[config.mk]
export PLATFORM = sky130hd
export DESIGN_NAME = atsm_front
export DESIGN_NICKNAME = d
export VERILOG_FILES = /design/src/sv/atsm_pkg.sv /design/src/sv/atsm_front.sv
export SDC_FILE = /design/constraint.sdc
export NUM_CORES = 2
export LEC_CHECK = 0
export ABC_AREA = 1
export BUFFER_PORTS_ARGS = -buffer_cell sky130_fd_sc_hd__buf_4
export CORE_ASPECT_RATIO = 1.5
export CORE_MARGIN = 3
export CORE_UTILIZATION = 40
export CTS_CLUSTER_SIZE = 30
export DETAILED_ROUTE_END_ITERATION = 8
export PLACE_DENSITY_LB_ADDON = 0.3
export SETUP_SLACK_MARGIN = 0.05
export SYNTH_ARGS = -nofsm -noshare
export SYNTH_HDL_FRONTEND = slang
export SYNTH_SLANG_ARGS = --single-unit
[constraint.sdc]
create_clock -name clk -period 20.4 [get_ports clk]
set_input_delay 3.06 -clock clk [delete_from_list [all_inputs] [get_ports clk]]
set_output_delay 3.06 -clock clk [all_outputs]
set_load 0.02 [all_outputs]
[src/sv/atsm_pkg.sv]
// shared types and constants of the affine transparent span mapper
`default_nettype none
package atsm_pkg;

  localparam int TEX_DEPTH_DEF  = 65536;
  localparam int SCREEN_DIM_DEF = 4096;
  localparam int CMD_DEPTH      = 4;
  localparam int OUT_DEPTH      = 4;

  localparam logic [1:0] ST_PIXEL    = 2'd0;
  localparam logic [1:0] ST_EMPTY    = 2'd1;
  localparam logic [1:0] ST_INVERTED = 2'd2;

  typedef enum logic [1:0] {
    OP_LOAD  = 2'd0,
    OP_BEGIN = 2'd1,
    OP_STEP  = 2'd2,
    OP_NONE  = 2'd3
  } opcode_t;

  typedef enum logic [2:0] {
    REG_FILL_INDEX      = 3'd0,
    REG_ADDR_MODE       = 3'd1,
    REG_TEX_WIDTH_LOG2  = 3'd2,
    REG_TEX_HEIGHT_LOG2 = 3'd3,
    REG_TEX_PITCH       = 3'd4
  } reg_index_t;

  typedef enum logic [1:0] {
    CMD_LOAD,
    CMD_SPAN,
    CMD_STATUS,
    CMD_STEP
  } cmd_kind_t;

  typedef enum logic [2:0] {
    FS_IDLE,
    FS_DIV,
    FS_SAT,
    FS_MUL,
    FS_PUSH
  } front_state_t;

  typedef struct packed {
    logic       addr_mode;
    logic [3:0] wl;
    logic [3:0] hl;
    logic [8:0] pitch;
  } cfg_t;

  typedef struct packed {
    cmd_kind_t   kind;
    logic [15:0] tex_addr;
    logic        opaque;
    logic [11:0] row;
    logic [1:0]  status;
    logic [31:0] u_acc;
    logic [31:0] v_acc;
    logic [31:0] u_step;
    logic [31:0] v_step;
    logic [15:0] x_start;
    logic [15:0] x_end;
  } cmd_t;

  typedef struct packed {
    logic [11:0] x;
    logic [11:0] y;
    logic        we;
    logic        last;
    logic [1:0]  status;
  } result_t;

endpackage
`default_nettype wire

[src/sv/atsm_front.sv]
// front part: accepts items, sets up spans with serial division
`default_nettype none
module atsm_front #(
  parameter int SCREEN_DIM = atsm_pkg::SCREEN_DIM_DEF
) (
  input  wire                  clk,
  input  wire                  rst_n,
  input  wire                  in_push,
  output logic                 in_full,
  input  wire  [1:0]           in_opcode,
  input  wire  [15:0]          in_texel_addr,
  input  wire  [7:0]           in_texel_value,
  input  wire  [11:0]          in_row,
  input  wire  signed [31:0]   in_x_left,
  input  wire  signed [31:0]   in_x_right,
  input  wire  signed [31:0]   in_u_left,
  input  wire  signed [31:0]   in_u_right,
  input  wire  signed [31:0]   in_v_left,
  input  wire  signed [31:0]   in_v_right,
  input  wire                  q_full,
  output logic                 q_push,
  output atsm_pkg::cmd_t       q_data
);

  localparam int NUM_W = 49;
  localparam logic [17:0] SD18 = 18'(SCREEN_DIM);

  atsm_pkg::front_state_t state_r, state_nxt;

  logic [NUM_W-1:0] num_u_r, num_u_nxt, num_v_r, num_v_nxt;
  logic [NUM_W-1:0] quo_u_r, quo_u_nxt, quo_v_r, quo_v_nxt;
  logic [33:0]      rem_u_r, rem_u_nxt, rem_v_r, rem_v_nxt;
  logic             neg_u_r, neg_u_nxt, neg_v_r, neg_v_nxt;
  logic [32:0]      dx_r, dx_nxt;
  logic [5:0]       cnt_r, cnt_nxt;
  logic [31:0]      ul_r, ul_nxt, vl_r, vl_nxt;
  logic [15:0]      frac_r, frac_nxt;
  logic [11:0]      row_r, row_nxt;
  logic [15:0]      xs_r, xs_nxt, xe_r, xe_nxt;
  logic [31:0]      du_r, du_nxt, dv_r, dv_nxt;
  logic [31:0]      pu_r, pu_nxt, pv_r, pv_nxt;

  logic        accept;
  logic [33:0] xl_p, xr_p;
  logic [16:0] cl, cr;
  logic [17:0] len, len_c, xe18;
  logic [32:0] d_u, d_v, a_u, a_v;
  logic [33:0] rs_u, rs_v;
  logic signed [48:0] prod_u, prod_v;

  function automatic logic [31:0] sat_q(input logic [NUM_W-1:0] q, input logic neg);
    logic [31:0] r;
    if (!neg) begin
      r = (q > NUM_W'(32'h7fff_ffff)) ? 32'h7fff_ffff : q[31:0];
    end else begin
      r = (q > NUM_W'(32'h8000_0000)) ? 32'h8000_0000 : (~q[31:0] + 32'd1);
    end
    return r;
  endfunction

  always_ff @(posedge clk) begin
    if (!rst_n) begin
      state_r <= atsm_pkg::FS_IDLE;
      cnt_r   <= '0;
    end else begin
      state_r <= state_nxt;
      cnt_r   <= cnt_nxt;
    end
    num_u_r <= num_u_nxt;  num_v_r <= num_v_nxt;
    quo_u_r <= quo_u_nxt;  quo_v_r <= quo_v_nxt;
    rem_u_r <= rem_u_nxt;  rem_v_r <= rem_v_nxt;
    neg_u_r <= neg_u_nxt;  neg_v_r <= neg_v_nxt;
    dx_r    <= dx_nxt;     ul_r    <= ul_nxt;
    vl_r    <= vl_nxt;     frac_r  <= frac_nxt;
    row_r   <= row_nxt;    xs_r    <= xs_nxt;
    xe_r    <= xe_nxt;     du_r    <= du_nxt;
    dv_r    <= dv_nxt;     pu_r    <= pu_nxt;
    pv_r    <= pv_nxt;
  end

  // ceil of the 16.16 edges and span length
  assign xl_p   = {{2{in_x_left[31]}}, in_x_left} + 34'd65535;
  assign xr_p   = {{2{in_x_right[31]}}, in_x_right} + 34'd65535;
  assign cl     = xl_p[32:16];
  assign cr     = xr_p[32:16];
  assign len    = {cr[16], cr} - {cl[16], cl};
  assign len_c  = ($signed(len) > $signed(SD18)) ? SD18 : len;
  assign xe18   = {cl[16], cl} + len_c;
  assign d_u    = {in_u_right[31], in_u_right} - {in_u_left[31], in_u_left};
  assign d_v    = {in_v_right[31], in_v_right} - {in_v_left[31], in_v_left};
  assign a_u    = d_u[32] ? (~d_u + 33'd1) : d_u;
  assign a_v    = d_v[32] ? (~d_v + 33'd1) : d_v;

  // one quotient bit per cycle for both slopes
  assign rs_u   = {rem_u_r[32:0], num_u_r[NUM_W-1]};
  assign rs_v   = {rem_v_r[32:0], num_v_r[NUM_W-1]};
  assign prod_u = $signed(du_r) * $signed({1'b0, frac_r});
  assign prod_v = $signed(dv_r) * $signed({1'b0, frac_r});

  assign in_full = !(state_r == atsm_pkg::FS_IDLE && !q_full);
  assign accept  = in_push && !in_full;

  always_comb begin
    state_nxt = state_r;
    cnt_nxt   = cnt_r;
    num_u_nxt = num_u_r;  num_v_nxt = num_v_r;
    quo_u_nxt = quo_u_r;  quo_v_nxt = quo_v_r;
    rem_u_nxt = rem_u_r;  rem_v_nxt = rem_v_r;
    neg_u_nxt = neg_u_r;  neg_v_nxt = neg_v_r;
    dx_nxt    = dx_r;     ul_nxt    = ul_r;
    vl_nxt    = vl_r;     frac_nxt  = frac_r;
    row_nxt   = row_r;    xs_nxt    = xs_r;
    xe_nxt    = xe_r;     du_nxt    = du_r;
    dv_nxt    = dv_r;     pu_nxt    = pu_r;
    pv_nxt    = pv_r;
    q_push    = 1'b0;
    q_data    = '0;
    q_data.kind     = atsm_pkg::CMD_STEP;
    q_data.tex_addr = in_texel_addr;
    q_data.opaque   = (in_texel_value != 8'd0);
    q_data.row      = in_row;
    unique case (state_r)
      atsm_pkg::FS_IDLE: begin
        if (accept) begin
          unique case (atsm_pkg::opcode_t'(in_opcode))
            atsm_pkg::OP_LOAD: begin
              q_push      = 1'b1;
              q_data.kind = atsm_pkg::CMD_LOAD;
            end
            atsm_pkg::OP_STEP: begin
              q_push      = 1'b1;
              q_data.kind = atsm_pkg::CMD_STEP;
            end
            atsm_pkg::OP_BEGIN: begin
              if ($signed(len) <= 18'sd0) begin
                q_push        = 1'b1;
                q_data.kind   = atsm_pkg::CMD_STATUS;
                q_data.status = (len == 18'd0) ? atsm_pkg::ST_EMPTY
                                               : atsm_pkg::ST_INVERTED;
              end else begin
                state_nxt = atsm_pkg::FS_DIV;
                cnt_nxt   = '0;
                num_u_nxt = {a_u, 16'd0};
                num_v_nxt = {a_v, 16'd0};
                neg_u_nxt = d_u[32];
                neg_v_nxt = d_v[32];
                rem_u_nxt = '0;
                rem_v_nxt = '0;
                quo_u_nxt = '0;
                quo_v_nxt = '0;
                dx_nxt    = {in_x_right[31], in_x_right} - {in_x_left[31], in_x_left};
                ul_nxt    = in_u_left;
                vl_nxt    = in_v_left;
                frac_nxt  = 16'(~in_x_left[15:0] + 16'd1);
                row_nxt   = in_row;
                xs_nxt    = cl[15:0];
                xe_nxt    = xe18[15:0];
              end
            end
            default: ;
          endcase
        end
      end
      atsm_pkg::FS_DIV: begin
        num_u_nxt = {num_u_r[NUM_W-2:0], 1'b0};
        num_v_nxt = {num_v_r[NUM_W-2:0], 1'b0};
        if (rs_u >= {1'b0, dx_r}) begin
          rem_u_nxt = rs_u - {1'b0, dx_r};
          quo_u_nxt = {quo_u_r[NUM_W-2:0], 1'b1};
        end else begin
          rem_u_nxt = rs_u;
          quo_u_nxt = {quo_u_r[NUM_W-2:0], 1'b0};
        end
        if (rs_v >= {1'b0, dx_r}) begin
          rem_v_nxt = rs_v - {1'b0, dx_r};
          quo_v_nxt = {quo_v_r[NUM_W-2:0], 1'b1};
        end else begin
          rem_v_nxt = rs_v;
          quo_v_nxt = {quo_v_r[NUM_W-2:0], 1'b0};
        end
        cnt_nxt = cnt_r + 6'd1;
        if (cnt_r == 6'(NUM_W - 1)) begin
          state_nxt = atsm_pkg::FS_SAT;
        end
      end
      atsm_pkg::FS_SAT: begin
        du_nxt    = sat_q(quo_u_r, neg_u_r);
        dv_nxt    = sat_q(quo_v_r, neg_v_r);
        state_nxt = atsm_pkg::FS_MUL;
      end
      atsm_pkg::FS_MUL: begin
        // subpixel correction, floor of the product shifted down by 16
        pu_nxt    = prod_u[47:16];
        pv_nxt    = prod_v[47:16];
        state_nxt = atsm_pkg::FS_PUSH;
      end
      atsm_pkg::FS_PUSH: begin
        q_data.kind    = atsm_pkg::CMD_SPAN;
        q_data.row     = row_r;
        q_data.u_acc   = ul_r + pu_r;
        q_data.v_acc   = vl_r + pv_r;
        q_data.u_step  = du_r;
        q_data.v_step  = dv_r;
        q_data.x_start = xs_r;
        q_data.x_end   = xe_r;
        if (!q_full) begin
          q_push    = 1'b1;
          state_nxt = atsm_pkg::FS_IDLE;
        end
      end
      default: state_nxt = atsm_pkg::FS_IDLE;
    endcase
  end

endmodule
`default_nettype wire

After elaboration in Yosys (flattened, before gate mapping)
Index checks and enable logic that the tools add are counted.
{"block": "classes", "add_sub_neg": 17, "n_mul": 2, "n_lt_le_gt_ge": 8, "n_eq_ne": 12, "n_mux": 57, "bitwise_logic": 6, "reduce_logical": 13}
{"op": "49-bit two-way mux", "count": 9}
{"op": "49-bit case mux with 2 select lines", "count": 4}
{"op": "33-bit two-way mux", "count": 7}
{"op": "32-bit two-way mux", "count": 6}
{"op": "160-bit two-way mux", "count": 1}
{"op": "33-bit case mux with 2 select lines", "count": 2}
{"op": "32-bit by 32-bit subtractor with 33-bit output", "count": 3}
{"op": "49-bit by 31-bit > comparator with 1-bit output, second input constant", "count": 2}
{"op": "49-bit by 32-bit > comparator with 1-bit output, second input constant", "count": 2}
{"op": "32-bit by 17-bit multiplier with 48-bit output", "count": 2}
{"op": "34-bit by 33-bit >= comparator with 1-bit output", "count": 2}
{"op": "32-bit by 17-bit adder with 33-bit output, second input constant", "count": 2}
{"op": "33-bit by 1-bit adder with 33-bit output, second input constant", "count": 2}
{"op": "33-bit NOT", "count": 2}
{"op": "33-bit subtractor", "count": 2}
{"op": "32-bit by 1-bit adder with 32-bit output, second input constant", "count": 2}
{"op": "32-bit adder", "count": 2}
{"op": "32-bit NOT", "count": 2}
{"op": "18-bit by 14-bit > comparator with 1-bit output, second input constant", "count": 1}
{"op": "18-bit by 1-bit less-or-equal comparator with 1-bit output, second input constant", "count": 1}
{"op": "18-bit logical NOT", "count": 1}
{"op": "6-bit two-way mux", "count": 3}
{"op": "17-bit by 17-bit subtractor with 18-bit output", "count": 1}
{"op": "16-bit by 1-bit adder with 16-bit output, second input constant", "count": 1}
{"op": "30 further kinds", "count": 53}
{"block": "totals", "reg_bits": 558, "inputBits": 234, "out_inout_bits": 195, "elab_cells": 136}

Logic depth before layout (Yosys ltp)
{"block": "logic_depth", "word_depth": 8, "ltp_mapped": 43, "depth_no_buf": 41}

Worst setup path before layout
OpenSTA, ideal clock, no wires.
{"block": "synth_path", "kind": "input -> register", "from": "in in_x_right[4]", "to": "reg cnt_r[4]", "setup_time_ps": 252, "arrival_ps": 11867, "required_time_ps": 20148, "path_slack_ps": 8282, "stages": 31, "path_buffers": 0, "path_cell_list": "nor2_1 -> nand2_1 -> nor2_1 -> nand2_1 -> nand4_1 -> nor2_1 -> nand4_1 -> nor2_1 -> inv_1 -> nor2_1 -> nand4_1 -> xor2_1 -> inv_1 -> ha_1 -> a21o_1 -> a21oi_1 -> nor2_1 -> a211oi_1 -> nand2_1 -> nand2_1 -> nand2_2 -> nand2_2 -> nor2_1 -> nand2_1 -> nand2_1 -> nor2_4 -> inv_2 -> nand2_2 -> nand4_1 -> xor2_1 -> nor3_1"}
{"block": "synth_between", "elab_chain_len": 5}
{"element": "from (decl)", "line_no": "atsm_front.sv:15", "source": "input wire signed [31:0] in_x_right,"}
{"element": "32-bit by 17-bit adder with 33-bit output", "line_no": "atsm_front.sv:83", "source": "assign xr_p = {{2{in_x_right[31]}}, in_x_right} + 34'd65535;"}
{"element": "17-bit by 17-bit subtractor with 18-bit output", "line_no": "atsm_front.sv:86", "source": "assign len = {cr[16], cr} - {cl[16], cl};"}
{"element": "18-bit by 1-bit less-or-equal comparator with 1-bit output", "line_no": "atsm_front.sv:135", "source": "if ($signed(len) <= 18'sd0) begin"}
{"element": "2-bit != test (no line)"}
{"element": "4-bit AND reduction (no line)"}
{"element": "to (signal assigned)", "line_no": "atsm_front.sv:67", "source": "cnt_r <= cnt_nxt;"}
{"element": "to (decl)", "line_no": "atsm_front.sv:35", "source": "logic [5:0] cnt_r, cnt_nxt;"}
No other way between the ends.
A chain may end at the register's enable or synchronous reset.

Final worst setup path
{"block": "layout_path", "from": "in in_x_left[0]", "to": "out q_push"}
{"block": "layout_between", "elab_chain_len": 7}
{"element": "from (decl)", "line_no": "atsm_front.sv:14", "source": "input wire signed [31:0] in_x_left,"}
{"element": "32-bit by 17-bit adder with 33-bit output", "line_no": "atsm_front.sv:82", "source": "assign xl_p = {{2{in_x_left[31]}}, in_x_left} + 34'd65535;"}
{"element": "named net xl_p[24]", "line_no": "atsm_front.sv:44", "source": "logic [33:0] xl_p, xr_p;"}
{"element": "17-bit by 17-bit subtractor with 18-bit output", "line_no": "atsm_front.sv:86"}
{"element": "18-bit by 1-bit less-or-equal comparator with 1-bit output", "line_no": "atsm_front.sv:135"}
{"element": "1-bit two-way mux", "line_no": "atsm_front.sv:135"}
{"element": "1-bit case mux with 2 select lines", "line_no": "atsm_front.sv:125", "source": "unique case (atsm_pkg::opcode_t'(in_opcode))"}
{"element": "1-bit two-way mux", "line_no": "atsm_front.sv:124", "source": "if (accept) begin"}
{"element": "1-bit case mux with 2 select lines", "line_no": "atsm_front.sv:122", "source": "unique case (state_r)"}
{"element": "to (decl)", "line_no": "atsm_front.sv:21", "source": "output logic q_push,"}
The timed path passes the listed nets, and every way through them passes these cells.

==> run_results.csv <==
group,metric,value,unit
run_status,status,"completed",
placement,dp_cells,11400,
clock_tree,postCtsHoldBufs,0,
logic_synthesis,synth_top_area_frac,0.270,
worst_setup_path,start_kind,"input port",
clock_tree,cts-root-buf,"clkbuf_16",
floorplan,io-pin-count,429,
routing,dr.pass1.iters,6,
cells_and_area,stdcell_count,11500,
pwr,leakage,40.0,nW
routing,routed-via-count,58800,
routing,wl_met1,89600,µm
logic_synthesis,synth_nets,10600,
global_routing,grt_max_degree,134,
placement,place_area,77200,µm²
logic_synthesis,yosysTopAreaCell,"fa_1",
global_routing,antenna_found_initial,17,
clock_tree,cts_resized,0,
timing,fmax,91.0,MHz
timing,rsz0062_at_grt,"no",
routing,drc_errors,0,
timing,post-route-period-util,0.539,
floorplan,core-area,179000,µm²
global_routing,grt_usage,0.244,
placement,pre_cts_slack,9.39,ns
cells_and_area,final_design_area_no_fill,79000,µm²
pwr,power_density,56.6,nW/µm²
timing,tightest_slew,1.13,ns
global_routing,grt_pass1_vias,61700,
worst_setup_path,reg2reg_from,"frac_r[4]$_DFFE_PP_",
floorplan,die_h,526,µm
timing,maxSlewViolCount,0,
worst_setup_path,cp_max_fo,5,
timing,slew_headroom,0.246,
logic_synthesis,synth-seq-area-share,0.218,
routing,wl_met3,13300,µm
clock_tree,cts_setup_buffers,0,
worst_setup_path,path_class,"input port to output pin",
routing,wl_per_cell,19.7,µm
logic_synthesis,syn_inst,8877,
logic_synthesis,synthArstFlopShare,0,
logic_synthesis,ys_warn_count,0,
floorplan,die_w,353,µm
logic_synthesis,synth.distinct_cells,64,
worst_setup_path,critPathArrivalTime,7.93,ns
routing,highest_layer,"met5",
pwr,irDropWorstVdd,0.0632,mV
hold_path,min_path_type,"flop to flop",
floorplan,initial_core_util,0.403,
placement,port_buffers,396,
placement,dp_hpwl,179000,µm
cells_and_area,final_nets,10700,
worst_setup_path,crit_path_end_kind,"output pin",
worst_setup_path,critical_path.startpoint,"in_x_left[0]",
timing,fin_skew,0.0349,ns
clock_tree,clkTransAtPathRegs,0.07,ns
logic_synthesis,synthFlopType,"edfxtp_1",
floorplan,die_area,186000,µm²
clock_tree,cts_buffers,51,
worst_setup_path,slowest_stage,"xor2_1",
logic_synthesis,synth-seq-cells,526,
worst_setup_path,cpPeakStageDelay,0.55,ns
timing,fin_ws,9.41,ns
cells_and_area,area_growth,9.53,%
routing,ant_nets,0,
timing,finalSetupViolations,0,
timing,finalCriticalPeriod,10.99,ns
cells_and_area,drive_above_1_share,0.0712,
hold_path,hold_start,"cnt_r[0]$_SDFFE_PN0P_",
flow_run,cap_violations,0,
clock_tree,cts.sinks,526,
floorplan,num_rows,190,
logic_synthesis,synthTopCellsByArea,"fa_1 27%, edfxtp_1 22%, inv_1 11%",
global_routing,grt_remaining_overflow,0,
timing,hold_violations,0,
worst_setup_path,required,17.34,ns
clock_tree,clkLatencyLatePin,0.64,ns
logic_synthesis,synth_area,72100,µm²
clock_tree,cts_buffer_depth,3,
clock_tree,cts_tree,"yes",
placement,gp_congestion,0.991,
routing,drtIter0Drc,4015,
routing,vias_per_cell,5.12,
global_routing,grt_pass1_wl,353000,µm
clock_tree,htreeDepth,2,
cells_and_area,n_fill_cell,17800,
logic_synthesis,synth_edf_count,517,
routing,finalWirelength,226000,µm
logic_synthesis,avgSynthCellArea,8.12,µm²
timing,whs,0.497,ns
timing,fin_tns_setup,0,ns
routing,wl_met2,113000,µm
==> logic make-up after synthesis <==
family	synth area share
compound gates	0.0818
xor+xnor	0.0473
fa+ha+maj	0.354
buf+inv	0.131
flops	0.218
simple gates	0.168
==> metrics by stage <==
step	power (mW)	utilization
floorplan	2.74	-
global placement	3.40	0.431
detailed placement	3.40	0.431
CTS	4.49	0.441
global route	4.78	0.441
finish	4.47	0.441
==> critical path, delay by kind of cell <==
| family | cells | cell delay [ns] |
|---|---|---|
| AOI/OAI and AO/OA | 3 | 0.73 |
| xor gates and xnor gates | 1 | 0.55 |
| adders and majority gates | 2 | 0.62 |
| buffers and inverters | 5 | 0.61 |
| and+or+nand+nor | 15 | 2.34 |
==> where the power goes <==
part / internal, mW / leakage [nW] / switching (mW)
clock: 0.584 / 0.841 / 0.461
combinational: 0.730 / 34.4 / 1.39
sequential: 1.30 / 4.77 / 0.0111
total: 2.61 / 40.0 / 1.86
==> per-layer routing <==
metal,global-route usage,up-vias
met3,0.0338,429
met2,0.433,1916
met5,0,-
li1,-,27500
met1,0.297,29000
met4,0.0978,10
==> synth_stat cells, drive strengths merged, types with 24 or more instances <==
cell type / number
a21oi: 485
a31oi: 29
buf: 60
clkbuf: 288
edfxtp: 517
fa: 971
ha: 486
inv: 2131
nand2: 1937
nand3: 201
nand4: 82
nor2: 585
nor3: 81
nor4: 39
o211ai: 24
o21a: 39
o21ai: 376
xnor2: 125
xor2: 264
==> sequential cells by signal, summed over array words and instances, names as in the netlist, 33 cells and up <==
register / count
num_u_r: 33
quo_u_r: 49
rem_v_r: 33
rem_u_r: 33
dx_r: 33
num_v_r: 33
quo_v_r: 49
==> placed cells by master (no fill, tap or decap), drive strengths merged, types with 61 or more instances in the layout <==
| cell | count |
|---|---|
| xnor2 | 125 |
| o21ai | 376 |
| inv | 2137 |
| nor2 | 585 |
| nand4 | 82 |
| fa | 971 |
| nor3 | 81 |
| ha | 486 |
| a21oi | 485 |
| clkbuf | 61 |
| nand2 | 1937 |
| xor2 | 264 |
| nand3 | 201 |
| edfxtp | 517 |
| buf | 458 |
==> final timing paths <==
kind,to,slack (ns),cells past startpoint
worst max-delay path,q_push,9.41,26
worst min-delay path,cnt_r[0]$_SDFFE_PN0P_,0.50,1
worst max register to register,pv_r[24]$_DFFE_PP_,12.28,25
worst min register to register,cnt_r[0]$_SDFFE_PN0P_,0.50,1
==> layout make-up <==
class                   instances  area, µm²  share of cell area
inverters                    2133       8010               0.101
flip-flops and latches        526      15700               0.199
clock inverters                35        474             0.00600
well taps                    2400       3000              0.0380
clock buffers                  61       1310              0.0166
multi-input cells            5870      47000               0.595
diodes                          8       20.0            0.000253
repair buffers                458       3450              0.0437
No activity file was read; power rests on OpenSTA's default activity.
