File: src/sv/atsm_pkg.sv
// shared types and constants of the affine transparent span mapper
`default_nettype none
package atsm_pkg;

  localparam int TEX_DEPTH_DEF  = 65536;
  localparam int SCREEN_DIM_DEF = 4096;
  localparam int CMD_DEPTH      = 4;
  localparam int OUT_DEPTH      = 4;

  localparam logic [1:0] ST_PIXEL    = 2'd0;
  localparam logic [1:0] ST_EMPTY    = 2'd1;
  localparam logic [1:0] ST_INVERTED = 2'd2;

  typedef enum logic [1:0] {
    OP_LOAD  = 2'd0,
    OP_BEGIN = 2'd1,
    OP_STEP  = 2'd2,
    OP_NONE  = 2'd3
  } opcode_t;

  typedef enum logic [2:0] {
    REG_FILL_INDEX      = 3'd0,
    REG_ADDR_MODE       = 3'd1,
    REG_TEX_WIDTH_LOG2  = 3'd2,
    REG_TEX_HEIGHT_LOG2 = 3'd3,
    REG_TEX_PITCH       = 3'd4
  } reg_index_t;

  typedef enum logic [1:0] {
    CMD_LOAD,
    CMD_SPAN,
    CMD_STATUS,
    CMD_STEP
  } cmd_kind_t;

  typedef enum logic [2:0] {
    FS_IDLE,
    FS_DIV,
    FS_SAT,
    FS_MUL,
    FS_PUSH
  } front_state_t;

  typedef struct packed {
    logic       addr_mode;
    logic [3:0] wl;
    logic [3:0] hl;
    logic [8:0] pitch;
  } cfg_t;

  typedef struct packed {
    cmd_kind_t   kind;
    logic [15:0] tex_addr;
    logic        opaque;
    logic [11:0] row;
    logic [1:0]  status;
    logic [31:0] u_acc;
    logic [31:0] v_acc;
    logic [31:0] u_step;
    logic [31:0] v_step;
    logic [15:0] x_start;
    logic [15:0] x_end;
  } cmd_t;

  typedef struct packed {
    logic [11:0] x;
    logic [11:0] y;
    logic        we;
    logic        last;
    logic [1:0]  status;
  } result_t;

endpackage
`default_nettype wire

File: src/sv/atsm_cmd_queue.sv
// short command queue between front and back
`default_nettype none
module atsm_cmd_queue #(
  parameter int DEPTH = atsm_pkg::CMD_DEPTH
) (
  input  wire             clk,
  input  wire             rst_n,
  input  wire             push,
  input  atsm_pkg::cmd_t  wdata,
  output logic            full,
  input  wire             pop,
  output logic            empty,
  output atsm_pkg::cmd_t  rdata
);

  localparam int PW = (DEPTH > 1) ? $clog2(DEPTH) : 1;

  atsm_pkg::cmd_t   slot_r [DEPTH];
  logic [PW-1:0]    wp_r, rp_r;
  logic [PW:0]      cnt_r;
  logic             do_push, do_pop;

  assign full    = (cnt_r == (PW+1)'(DEPTH));
  assign empty   = (cnt_r == '0);
  assign do_push = push && !full;
  assign do_pop  = pop && !empty;
  assign rdata   = slot_r[rp_r];

  always_ff @(posedge clk) begin
    if (!rst_n) begin
      wp_r  <= '0;
      rp_r  <= '0;
      cnt_r <= '0;
    end else begin
      if (do_push) begin
        wp_r <= (wp_r == PW'(DEPTH - 1)) ? '0 : wp_r + 1'b1;
      end
      if (do_pop) begin
        rp_r <= (rp_r == PW'(DEPTH - 1)) ? '0 : rp_r + 1'b1;
      end
      cnt_r <= cnt_r + (PW+1)'(do_push) - (PW+1)'(do_pop);
    end
    if (do_push) begin
      slot_r[wp_r] <= wdata;
    end
  end

endmodule
`default_nettype wire

File: config.mk
export PLATFORM = sky130hd
export DESIGN_NAME = atsm_cmd_queue
export DESIGN_NICKNAME = d
export VERILOG_FILES = /design/src/sv/atsm_pkg.sv /design/src/sv/atsm_cmd_queue.sv
export SDC_FILE = /design/constraint.sdc
export NUM_CORES = 1
export LEC_CHECK = 0
export BUFFER_PORTS_ARGS = -buffer_cell sky130_fd_sc_hd__buf_2
export CELL_PAD_IN_SITES_DETAIL_PLACEMENT = 1
export CELL_PAD_IN_SITES_GLOBAL_PLACEMENT = 1
export CORE_ASPECT_RATIO = 1.5
export CORE_UTILIZATION = 30
export CTS_CLUSTER_DIAMETER = 150
export DETAILED_ROUTE_END_ITERATION = 8
export PLACE_DENSITY = 0.52
export SYNTH_ARGS = -nofsm -noshare
export SYNTH_HDL_FRONTEND = slang
export SYNTH_SLANG_ARGS = --single-unit
File: constraint.sdc
create_clock -name clk -period 13.3 [get_ports clk]
set_clock_uncertainty 0.05 [all_clocks]
set_input_delay 1.33 -clock clk [delete_from_list [all_inputs] [get_ports clk]]
set_output_delay 1.33 -clock clk [all_outputs]
set_load 0.01 [all_outputs]
; ---- After elaboration in Yosys (flattened, before gate mapping)
; Memories as Yosys holds them, arrays and structs flattened. A register that Yosys moved wholly into a read port is not among the register bits.
; Index checks and enable logic that the tools add are counted.
[word_totals]
ff_bits = 7
ramBits = 772
inputBits = 197
out_inout_bits = 195
elab_cells = 22
memories = 1
[op_classes]
n_addsub = 4
n_eq_ne = 3
muxes = 6
n_reduce_logical = 5
[mem_list]
columns = memory, depth, width, read_ports, rd_ports_with_merged_regs, wr, line_no
row1 = slot_r, 4, 193, 1, 1, 1, atsm_cmd_queue.sv:18  ; atsm_pkg::cmd_t slot_r [DEPTH];
[ops]
columns = cell, n
row1 = $mux 2, 4
row2 = $add 2x1->2 const B, 2
row3 = $eq 2x2->1 const B, 2
row4 = $add 3x1->3, 1
row5 = $eq 3x3->1 const B, 1
row6 = $logic_not 3->1, 1
row7 = $sub 3x1->3, 1
row8 = $logic_and 1x1->1, 2
row9 = $logic_not 1->1, 2
row10 = $mux 1, 2

; ---- Depth between registers and ports, before layout
; Gate-level depths: netlist of the first run.
[logic_depth]
depth_word = 5
mapped_depth = 11
depth_no_buf = 10

; ---- Worst setup path before layout of the first run
; Ideal clock, no wire load.
[synth_path]
path_kind = input-to-reg
startpoint = input push
endpoint = memory slot_r[0][0] (netlist bit), enable pin
setup_ns = 0.577
arrival_ns = 6.109
required_ns = 12.673
setup_slack_ns = 6.564
cell_stages = 3
n_path_buf = 1
cell_sequence = nor2b_1 -> clkbuf_1 -> and2_1
[synth_via]
elab_chain_cells = 3
[synth_rtl]
columns = item, line_no
row1 = start: declaration, atsm_cmd_queue.sv:8  ; input wire push,
row2 = $logic_and 1x1->1, atsm_cmd_queue.sv:25  ; assign do_push = push && !full;
row3 = $mux 1, atsm_cmd_queue.sv:43  ; if (do_push) begin
row4 = $mux 1 (not written as such), atsm_cmd_queue.sv:44  ; slot_r[wp_r] <= wdata;
row5 = end: declaration, atsm_cmd_queue.sv:18
; No other way between the ends.

==> Implementation_results.wiki, run 1 <==
{| class="wikitable"
! Metric !! Value
|-
| Share of the cycle needed by the critical path after routing || 0.399
|-
| GRT Residual Overflow || 0
|-
| CTS H-Tree Depth || 3
|-
| Wirelength per Cell || 23.3 um
|-
| Number of rows in the core area || 138
|-
| Dpl hpwl || 40500 um
|-
| Unrepaired setup endpoints after global routing || no
|-
| Post-Syn Area per Cell || around 27 um2
|-
| Req. time, crit path || 11.92 ns
|-
| Count of port buffers added during placement || 391
|-
| Routability cong. || 0.693
|-
| Outcome || finished, final reports clean
|-
| Count of distinct cell types in the synthesized netlist || 24
|-
| Drt drc || 0
|-
| Combined global-route utilization of all metal layers || 0.138
|-
| PwrDens || around 190 nW/um2
|-
| Post-Place Setup Slack || approximately 8.4 ns
|-
| Highest fanout seen on the critical path || 49
|-
| Highest metal used || met5
|-
| Depth of the most critical reg-to-reg path || 5
|-
| Ports || 392
|-
| Fraction of synthesis flops using an asynchronous set or reset pin || 0
|-
| Number of antenna violations at the first check in global routing || 25
|-
| Area growth from synthesis to layout || 20.3%
|-
| Count of endpoints failing setup in the final report || 0
|-
| Wire length of the first global-routing pass || 96700 um
|-
| Fraction of layout cells with a size suffix above 1 || 0.430
|-
| Cell count after placement || 2686
|-
| Number of buffers created by CTS || around 80
|-
| Max cap viols || 0
|-
| Skew-Pair Late Insertion Delay || 0.63 ns
|-
| Starting utilization of the core area || 0.303
|-
| Met1 Wirelength || 25200 um
|-
| Final-report hold violation count || 0
|-
| Total Nets Final || ~1700
|-
| Number of synthesized flops with an enable pin || 772
|-
| Leakage Power || 0.0113 uW
|-
| Sequential fraction of the synthesis area || 0.818
|-
| Via density per instance || 4.49
|-
| Sequential cell area || 23400 um2
|-
| Post-layout util || 0.364
|-
| DRC marker count from the first detailed-route iteration || 498
|-
| CTS Hold Buffers Added || 0
|-
| Horizontal extent of the die || between 200 and 300 um
|-
| Seq cells post-synth || just under 800
|-
| Post-detailed-placement cell area || roughly 32000 um2
|-
| Beginning of the worst hold path || wp_r[1]
|-
| Hold Crit Class || flip-flop to flip-flop
|-
| Measured slew at the worst slew-check pin || 1.04 ns
|-
| Via count of the first global-routing pass || 14400
|-
| Syn. warnings || 0
|-
| Highest clock frequency the design can meet || about 190 MHz
|-
| Multi-input combinational cell area || roughly 4800 um2
|-
| Max Buffers Root-to-Sink || 3
|-
| Synthesized Nets || 1266
|-
| Number of non-filler instances in the completed layout || 2836
|-
| Final-report max-slew violation count || 0
|-
| Crit path kind || flip-flop to primary output
|-
| Largest net degree at the start of global routing || 64
|-
| Post-synthesis cell area || 28600 um2
|-
| Shortest clock period the worst path allows after layout || 5.30 ns
|-
| Total Wirelength || 66100 um
|-
| Routed Antenna Nets || 0
|-
| Headroom to the max-slew limit || 0.307
|-
| Layout Cell Area excl Fill || 34400 um2
|-
| Setup ws final || approximately 8 ns
|-
| TritonCTS clock tree || yes
|-
| Critical Path End Type || primary output
|-
| Most instantiated flip-flop cell in the synthesis netlist || edfxtp_1
|-
| Worst Hold Path Cells || 2
|-
| Met2 wire len || approximately 34000 um
|-
| Buffer cell driving the clock tree root || clkbuf_16
|-
| Number of sinks driven by the clock tree || 781
|-
| Post-synthesis cell count || around 1100
|-
| Cells resized by post-CTS repair || 0
|-
| FILL cells || between 9000 and 10000
|-
| Chip height || 380 um
|-
| Setup total negative slack || 0 ns
|-
| Startpoint types || flip-flop
|-
| Peak ir drop on the vdd network || 0.118 mV
|-
| DRT Pass-1 Iters || 6
|-
| Clock-pin slew of the registers on the worst-case setup and hold paths || 0.06 ns
|-
| Area of the core region || ~94000 um2
|-
| Number of vias in the routed layout || 12700
|-
| Wire length on met3 || 4720 um
|-
| Data arrival time of the critical path || between 3 and 4 ns
|-
| R2R Path Start || cnt_r[2]
|-
| Number of buffers inserted by post-CTS setup repair || 0
|-
| Total Die Area || 96500 um2
|}
[synthesized netlist by cell type, drive strengths merged, types with 3 or more instances]
| library cell | instances | area share |
|---|---|---|
| nand2 | 6 | 0.00079 |
| inv | 7 | 0.00092 |
| dfxtp | 9 | 0.0063 |
| and2 | 7 | 0.0015 |
| clkbuf | 3 | 0.00039 |
| buf | 42 | 0.014 |
| edfxtp | 772 | 0.81 |
| ha | 7 | 0.0031 |
| mux4 | 193 | 0.16 |
[sequential cells by signal, indices dropped and copies added (netlist names), named ones only]
register / flops
rp_r: 2
wp_r: 2
slot_r: 772
cnt_r: 3
[cell families after synthesis]
family,count (synthesis),synth area share
and+or+nand+nor,20,0.00359
adders and majority gates,8,0.00377
DFF,781,0.818
xor gates and xnor gates,2,0.000613
muxes,195,0.158
buffers and inverters,52,0.0152
AOI/OAI and AO/OA,3,0.000613
[power by group]
part	internal, uW	switching (uW)
registers	2990	75.6
clock network	1240	912
logic	594	760
[placed cells by master, fill, tap and decap left out]
master	instances
and2_1	3
and2_4	4
buf_2	391
buf_4	19
bufinv_16	6
clkbuf_1	14
clkbuf_16	81
clkbuf_8	2
clkinv_1	20
clkinv_2	12
clkinv_4	1
clkinv_8	2
clkinvlp_4	2
dfxtp_1	7
dfxtp_4	2
diode_2	9
edfxtp_1	772
fa_1	1
ha_1	7
inv_1	7
inv_6	1
mux2i_1	2
mux4_1	42
mux4_2	151
nand2_1	6
nand3_1	2
nor2_1	2
nor2b_1	1
nor3_1	1
nor3b_1	1
o21ai_0	2
o31ai_1	1
xnor2_1	2
[layout make-up]
type	count	area share
clock inverters	44	0.0111
repair buffers	410	0.0611
diodes	9	0.000655
multi-input cells	228	0.139
inverters	7	0.000765
well taps	1260	0.0459
flip-flops and latches	781	0.680
clock buffers	97	0.0613
[layer usage]
metal | up-vias | GRT usage
met5 | - | 0
met4 | 24 | 0.0577
met3 | 133 | 0.0462
met2 | 352 | 0.241
met1 | 6686 | 0.152
li1 | 5548 | -
[worst max-delay path: stages (launching register included)]
cell and delay (ns):
dfxtp_4 0.65, buf_4 0.73, buf_4 0.88, mux4_1 0.67, buf_2 0.17
[per-stage QoR]
step                      power, uW  hold WS (ns)
after detailed placement       4540         0.453
final                          6580         0.457
after global placement         4520         0.436
after floorplan                4020         0.418
after CTS                      6730         0.468
after global routing           6880         0.489
[worst paths after layout]
| check | slack, ns | to |
|---|---|---|
| max | 8.00 | rdata[146] |
| min | 0.46 | wp_r[1] |
| min reg2reg | 0.46 | wp_r[1] |
| max reg2reg | 9.46 | slot_r[2][105] |
No activity file was read; power rests on OpenSTA's default activity.
==> run 2, diff against run 1 <==
Settings changed: ABC_AREA set to 1, PLACE_DENSITY 0.52 to 0.54.
Clock period 13.3 ns to 5.2 ns, I/O delays scaled along.
==> Implementation_results.wiki, run 2 <==
{| class="wikitable"
! Metric !! Value
|-
| Chip height || 383 um (+0.91%)
|-
| Horizontal extent of the die || 256 um (+0.91%)
|-
| Portion of total power attributed to sequential cells || 0.428 (-0.039)
|-
| Data arrival time of the critical path || 3.23 ns (-0.69 ns)
|-
| Leakage Power || 0.0126 uW (+12%)
|-
| Clock-pin slew of the registers on the worst-case setup and hold paths || 0.06 ns (about the same)
|-
| Max cap viols || 0 (unchanged)
|-
| Req. time, crit path || 4.63 ns (-7.29 ns)
|-
| Drt drc || 0 (unchanged)
|-
| Startpoint types || flip-flop
|-
| Final hold slack || 0.0597 ns (-0.397 ns)
|-
| Measured slew at the worst slew-check pin || 1.16 ns (+0.122 ns)
|-
| Outcome || finished, final reports clean
|-
| TritonCTS clock tree || yes
|-
| Number of antenna violations at the first check in global routing || 7 (-72%)
|-
| Hold Crit Class || primary input to flip-flop
|-
| Count of distinct cell types in the synthesized netlist || 22 (-8.3%)
|-
| CTS H-Tree Depth || 3 (unchanged)
|-
| FILL cells || 9997 (+9.0%)
|-
| Highest fanout seen on the critical path || 179 (+270%)
|-
| Count of endpoints failing setup in the final report || 0 (unchanged)
|-
| Cell types occupying the most area after synthesis || edfxtp_1 80%, o21ai_0 6.1%, nor2_1 5.2%
|-
| Routability cong. || 0.742 (+7.0%)
|-
| Area of the core region || 95800 um2 (+1.6%)
|-
| Number of buffers inserted by post-CTS setup repair || 0 (unchanged)
|-
| Most common cell after layout, fill and taps aside || edfxtp_1
|-
| Total Nets Final || 2699 (+58%)
|-
| GRT Residual Overflow || 0 (unchanged)
|-
| Fraction of synthesized cell area taken by the top area cell type || 0.797 (-0.0147)
|-
| Via count of the first global-routing pass || 20100 (+40%)
|-
| Combinational share of power || 0.265 (+0.059)
|-
| Met2 Track Usage GR || 0.295 (+0.0547)
|-
| Internal power component || 12500 uW (+160%)
|-
| Most instantiated flip-flop cell in the synthesis netlist || edfxtp_1
|-
| Switching power of the nets || 5960 uW (+240%)
|-
| Headroom to the max-slew limit || 0.226 (-0.0812)
|-
| Skew-Pair Late Insertion Delay || 0.64 ns (about the same)
|-
| Routed Antenna Nets || 0 (unchanged)
|-
| PnR Total Power || 18500 uW (+180%)
|-
| Number of synthesized flops with an enable pin || 772 (unchanged)
|-
| Peak ir drop on the vdd network || 0.318 mV (+170%)
|-
| Wire length of the first global-routing pass || 121000 um (+26%)
|-
| Max Buffers Root-to-Sink || 3 (unchanged)
|-
| Combined global-route utilization of all metal layers || 0.162 (+0.0242)
|-
| Dpl hpwl || 47100 um (+16%)
|-
| Post-synth top cells || 772 x edfxtp_1, 401 x nor2_1, 352 x o21ai_0
|-
| Shortest clock period the worst path allows after layout || 3.80 ns
|-
| Relative contribution of the clock network to total power || 0.307 (-0.020)
|-
| Critical Path End Type || primary output
|-
| GR peak layer || met2
|-
| DRT Pass-1 Iters || 4 (-2)
|-
| Number of buffers created by CTS || 80 (+2.6%)
|-
| Area growth from synthesis to layout || 25.8%
|-
| Ports || 392 (unchanged)
|-
| Fraction of layout cells with a size suffix above 1 || 0.217 (-0.213)
|-
| Wirelength per Cell || 21.2 um (-9.3%)
|-
| Synthesized Nets || 2137 (+69%)
|-
| GRT met3 Usage || 0.0317 (-0.0144)
|-
| Met1 track demand over resource in global routing || 0.187 (+0.0345)
|-
| Post-synthesis cell count || 1932 (+82%)
|-
| Post-synthesis cell area || 29100 um2 (+1.8%)
|-
| Total Die Area || 98200 um2 (+1.8%)
|-
| Crit path kind || flip-flop to primary output
|-
| Via density per instance || 4.83 (+7.4%)
|-
| Number of rows in the core area || 139 (+0.72%)
|-
| Most frequent cells in the layout || 772 x edfxtp_1, 397 x nor2_1, 391 x buf_2, 352 x o21ai_0, 193 x o22ai_1
|-
| DRC marker count from the first detailed-route iteration || 791 (+59%)
|-
| Sequential fraction of the synthesis area || 0.803 (-0.0148)
|-
| Buffer cell driving the clock tree root || clkbuf_16
|-
| Highest clock frequency the design can meet || 263 MHz
|-
| Number of vias in the routed layout || 18500 (+45%)
|-
| Starting utilization of the core area || 0.304 (+0.000574)
|-
| Largest net degree at the start of global routing || 180 (+180%)
|-
| Unrepaired setup endpoints after global routing || no
|-
| Syn. warnings || 0 (unchanged)
|-
| Seq cells post-synth || 781 (unchanged)
|-
| Switching Share || 0.323 (+0.0571)
|-
| Register ranked first by flip-flop count || slot_r
|-
| PwrDens || 505 nW/um2 (+160%)
|-
| Post-Syn Area per Cell || 15.1 um2 (-44%)
|-
| Number of sinks driven by the clock tree || 781 (unchanged)
|-
| Largest regs || slot_r x772, cnt_r x3
|-
| Most used standard cell by instance count after synthesis || edfxtp_1
|-
| Fraction of synthesis flops using an asynchronous set or reset pin || 0 (unchanged)
|-
| Total Wirelength || 80900 um (+22%)
|-
| Largest register FFs || 772 (unchanged)
|-
| Synth area leader || edfxtp_1
|-
| Share of the cycle needed by the critical path after routing || 0.731
|-
| Final-report max-slew violation count || 0 (unchanged)
|-
| Final-report hold violation count || 0 (unchanged)
|-
| Count of port buffers added during placement || 391 (unchanged)
|}
[run 2: cell families (layout without fill, tap and decap cells)]
family                   count (synthesis)  count (layout)  synth area share
other                                    0               4                 0
buffers and inverters                  144             763            0.0306
adder cells (fa/ha/maj)                  8               8           0.00370
AND/OR/NAND/NOR                        417             417            0.0541
AO/OA/AOI/OAI                          581             581             0.108
XOR/XNOR                                 1               1          0.000301
flip-flops                             781             781             0.803
[run 2: final cells by class]
class / count / area [um2] / area share
sequential: 781 / 23400 / 0.639
multi-input combinational: 1007 / 4870 / 0.133
timing repair buffer: 607 / 4140 / 0.113
clock buffer: 95 / 2060 / 0.0562
tap: 1269 / 1590 / 0.0434
clock inverter: 44 / 478 / 0.0131
inverter: 17 / 81.3 / 0.00222
antenna: 4 / 10.0 / 0.000274
[run 2: worst max-delay path, cell delays in order (launching register included)]
cell,delay (ns)
dfxtp_4,0.64
clkinv_8,0.63
buf_4,0.55
o21ai_0,0.25
o22ai_1,0.11
buf_2,0.16
[run 2: power groups by stage]
stage / sequential (uW) / clock [uW] / combinational, uW
finish: 7910 / 5670 / 4890
global route: 7970 / 6030 / 5380
CTS: 7920 / 5850 / 5050
detailed placement: 8050 / 0 / 4930
global placement: 8010 / 0 / 4820
floorplan: 8070 / 0 / 2800
[run 2: worst paths after layout]
kind	start	end	slack, ns	depth (start not counted)
worst max-delay path	flip-flop	rdata[142]	1.40	5
worst min-delay path	wdata[25]	slot_r[2][25]	0.06	1
worst max register to register	cnt_r[1]	slot_r[1][186]	2.40	5
worst min register to register	rp_r[1]	flip-flop	0.51	2
[run 2: per-stage QoR]
step	TNS, ns	instance area (um2)	utilization	setup slack [ns]	instances
floorplan	-832.32	29100	-	-1.08	1932
global placement	0	32300	0.337	2.02	3505
global route	0	36600	0.382	1.14	3823
detailed placement	0	32300	0.337	2.03	3505
CTS	0	36600	0.382	1.31	3820
finish	0	36600	0.382	1.40	3824
[run 2: repair_timing]
item,CTS,global route
hold buffers,176,0
endpoints found under the hold margin,691,0
resized for setup,0,0
[run 2: layer usage]
layer	vias up	wire, um
met5	-	34
met4	6	1960
met3	102	3540
met2	395	42100
met1	9507	33300
li1	8441	-
==> run 3, diff against run 2 <==
Settings changed: PLACE_DENSITY 0.54 to 0.56.
Clock period 5.2 ns to 3.3 ns, I/O delays scaled along.
==> Implementation_results.wiki, run 3 (same netlist as run 2, synthesis figures left out) <==
{| class="wikitable"
! Metric !! Value
|-
| Outcome || finished, final reports clean
|-
| Most frequent cells in the layout || 772 x edfxtp_1, 396 x nor2_1, 391 x buf_2, 352 x o21ai_0, 195 x dlygate4sd3_1
|-
| Depth of the most critical reg-to-reg path || 10 (+5)
|-
| Hold Path Sink || wp_r[0]
|-
| Headroom to the max-slew limit || 0.501 (+0.276)
|-
| Count of endpoints failing setup in the final report || 0 (unchanged)
|-
| Max cap viols || 0 (unchanged)
|-
| PwrDens || 780 nW/um2 (+55%)
|-
| Fraction of layout cells with a size suffix above 1 || 0.216 (-0.00111)
|-
| Data arrival time of the critical path || 2.72 ns (-0.51 ns)
|-
| Via density per instance || 4.82 (-0.13%)
|-
| Routability cong. || 0.740 (-0.30%)
|-
| Flop2flop setup slack || 1.28 ns (-1.12 ns)
|-
| Req. time, crit path || 2.92 ns (-1.71 ns)
|-
| Crit path kind || flip-flop to primary output
|-
| Total Nets Final || 2725 (+0.96%)
|-
| Dpl hpwl || 47200 um (+0.23%)
|-
| Ports || 392 (unchanged)
|-
| Register ranked first by flip-flop count || slot_r
|-
| R2R Path Start || cnt_r[0]
|-
| Final-report hold violation count || 0 (unchanged)
|-
| Post-detailed-placement cell area || 32500 um2 (+0.80%)
|-
| Area of the core region || 95800 um2 (unchanged)
|-
| GRT Residual Overflow || 0 (unchanged)
|-
| Critical Path End Type || primary output
|-
| Total Wirelength || 81200 um (+0.37%)
|-
| Wire length of the first global-routing pass || 122000 um (+0.78%)
|-
| Setup ws final || 0.199 ns (-1.20 ns)
|-
| Beginning of the worst hold path || push
|-
| Routed Antenna Nets || 0 (unchanged)
|-
| Buffer cell driving the clock tree root || clkbuf_16
|-
| Highest clock frequency the design can meet || approximately 320 MHz
|-
| Chip height || 383 um (unchanged)
|-
| FILL cells || 9975 (-0.22%)
|-
| Via count of the first global-routing pass || 20500 (+1.8%)
|-
| DRC marker count from the first detailed-route iteration || 934 (+18%)
|-
| Highest fanout seen on the critical path || 130 (-27%)
|-
| Wirelength per Cell || 21.1 um (-0.36%)
|-
| Reg-to-reg endpoint || cnt_r[2]
|-
| Unrepaired setup endpoints after global routing || no
|-
| Number of buffers created by CTS || 78 (-2.5%)
|-
| Number of buffers inserted by post-CTS setup repair || 0 (unchanged)
|-
| Peak ir drop on the vdd network || 0.536 mV (+68%)
|-
| Post-Place Setup Slack || 0.732 ns (-1.30 ns)
|-
| Most common cell after layout, fill and taps aside || edfxtp_1
|-
| Stage delay of the slowest cell on the critical path || 0.61 ns (-0.03 ns)
|-
| Layout Cell Area excl Fill || 36900 um2 (+0.79%)
|-
| Largest net degree at the start of global routing || 141 (-22%)
|-
| Clock-pin slew of the registers on the worst-case setup and hold paths || 0.06 ns (about the same)
|-
| Largest register FFs || 772 (unchanged)
|-
| Number of sinks driven by the clock tree || 781 (unchanged)
|-
| Total Die Area || 98200 um2 (unchanged)
|-
| Drt drc || 0 (unchanged)
|-
| Count of port buffers added during placement || 391 (unchanged)
|-
| Number of vias in the routed layout || 18600 (+0.60%)
|-
| PnR Total Power || 28800 uW (+56%)
|-
| Share of the cycle needed by the critical path after routing || 0.940
|-
| Worst Hold Path Cells || 4 (+3)
|-
| Shortest clock period the worst path allows after layout || 3.10 ns
|-
| Skew-Pair Late Insertion Delay || 0.65 ns (about the same)
|-
| Leakage Power || 0.0128 uW (+0.82%)
|-
| Area growth from synthesis to layout || 26.8%
|-
| Measured slew at the worst slew-check pin || 0.748 ns (-0.413 ns)
|-
| Number of antenna violations at the first check in global routing || 11 (+4)
|-
| Max Buffers Root-to-Sink || 3 (unchanged)
|-
| Final-report max-slew violation count || 0 (unchanged)
|-
| DRT Pass-1 Iters || 4 (unchanged)
|-
| Horizontal extent of the die || 256 um (unchanged)
|-
| Combined global-route utilization of all metal layers || 0.164 (+0.00153)
|-
| Starting utilization of the core area || 0.304 (unchanged)
|-
| Largest regs || slot_r x772, cnt_r x3
|-
| Crit-path cells || buf_12 -> o21ai_0 -> o22ai_1 -> buf_2
|-
| Number of rows in the core area || 139 (unchanged)
|-
| Hold Crit Class || primary input to flip-flop
|-
| Cell at the slowest stage of the critical path || dfxtp_4
|-
| Startpoint types || flip-flop
|-
| CTS H-Tree Depth || 3 (unchanged)
|-
| TritonCTS clock tree || yes
|}
-- run 3: cell types whose count changed in the layout (fill, tap and decap cells not counted), moves of 2 or more --
cell / delta
buf_12: +14
buf_4: -5
bufinv_16: -5
clkbuf_1: +3
clkinv_1: +9
clkinv_2: -3
clkinvlp_4: -4
dfxtp_1: -3
dfxtp_2: +3
dlygate4sd3_1: +19
inv_6: -2
nand2_1: -2
-- run 3: critical path: cells and delay by family (launching register included) --
kind            cells  cell delay (ns)
flops               1             0.61
buf+inv             2             0.62
compound gates      2             0.61
-- run 3: layer usage --
layer | GRT usage | share of wire | vias up
met2 | 0.296 | 0.52 | 428
met5 | 0 | 0.00094 | -
met4 | 0.0757 | 0.036 | 12
met3 | 0.0328 | 0.047 | 144
met1 | 0.185 | 0.40 | 9486
li1 | - | - | 8492
-- run 3: stage by stage --
stage | setup TNS (ns) | utilization | hold WS [ns] | cells
floorplan | -478.77 | - | 0.373 | 1932
global placement | 0 | 0.340 | 0.454 | 3514
detailed placement | 0 | 0.340 | 0.483 | 3514
CTS | 0 | 0.385 | 0.00795 | 3847
global route | 0 | 0.385 | 0.0509 | 3851
finish | 0 | 0.385 | 0.0711 | 3852
-- run 3: power breakdown --
part	switching (uW)	internal, uW	leakage [uW]	total, uW
Combinational	5370	2580	0.00445	7950
Clock	3670	4730	0.00116	8400
Sequential	299	12100	0.00715	12400
Total	9340	19400	0.0128	28800
-- run 3: what timing repair did --
action                                  CTS  global route
endpoints found under the hold margin   781             0
endpoints found under the setup margin    0            28
hold buffers                            195             0
gates resized for setup                   0             1
-- run 3: layout make-up --
| cell class | instances | area [um2] | share of cell area |
|---|---|---|---|
| multi-input combinational | 1007 | 4880 | 0.132 |
| inverter | 17 | 81.3 | 0.00220 |
| clock buffer | 98 | 2060 | 0.0558 |
| sequential | 781 | 23400 | 0.634 |
| clock inverter | 40 | 315 | 0.00855 |
| timing repair buffer | 635 | 4580 | 0.124 |
| tap | 1269 | 1590 | 0.0430 |
| antenna | 5 | 12.5 | 0.000339 |
-- run 3: how the worst max path moves through the flow --
stage               startpoint            to  slack, ns
floorplan             cnt_r[1]  slot_r[0][0]      -0.63
global placement     flip-flop     rdata[52]       0.82
detailed placement   flip-flop     rdata[49]       0.73
CTS                  flip-flop     rdata[49]       0.01
global route         flip-flop    rdata[149]       0.05
finish               flip-flop    rdata[148]       0.20
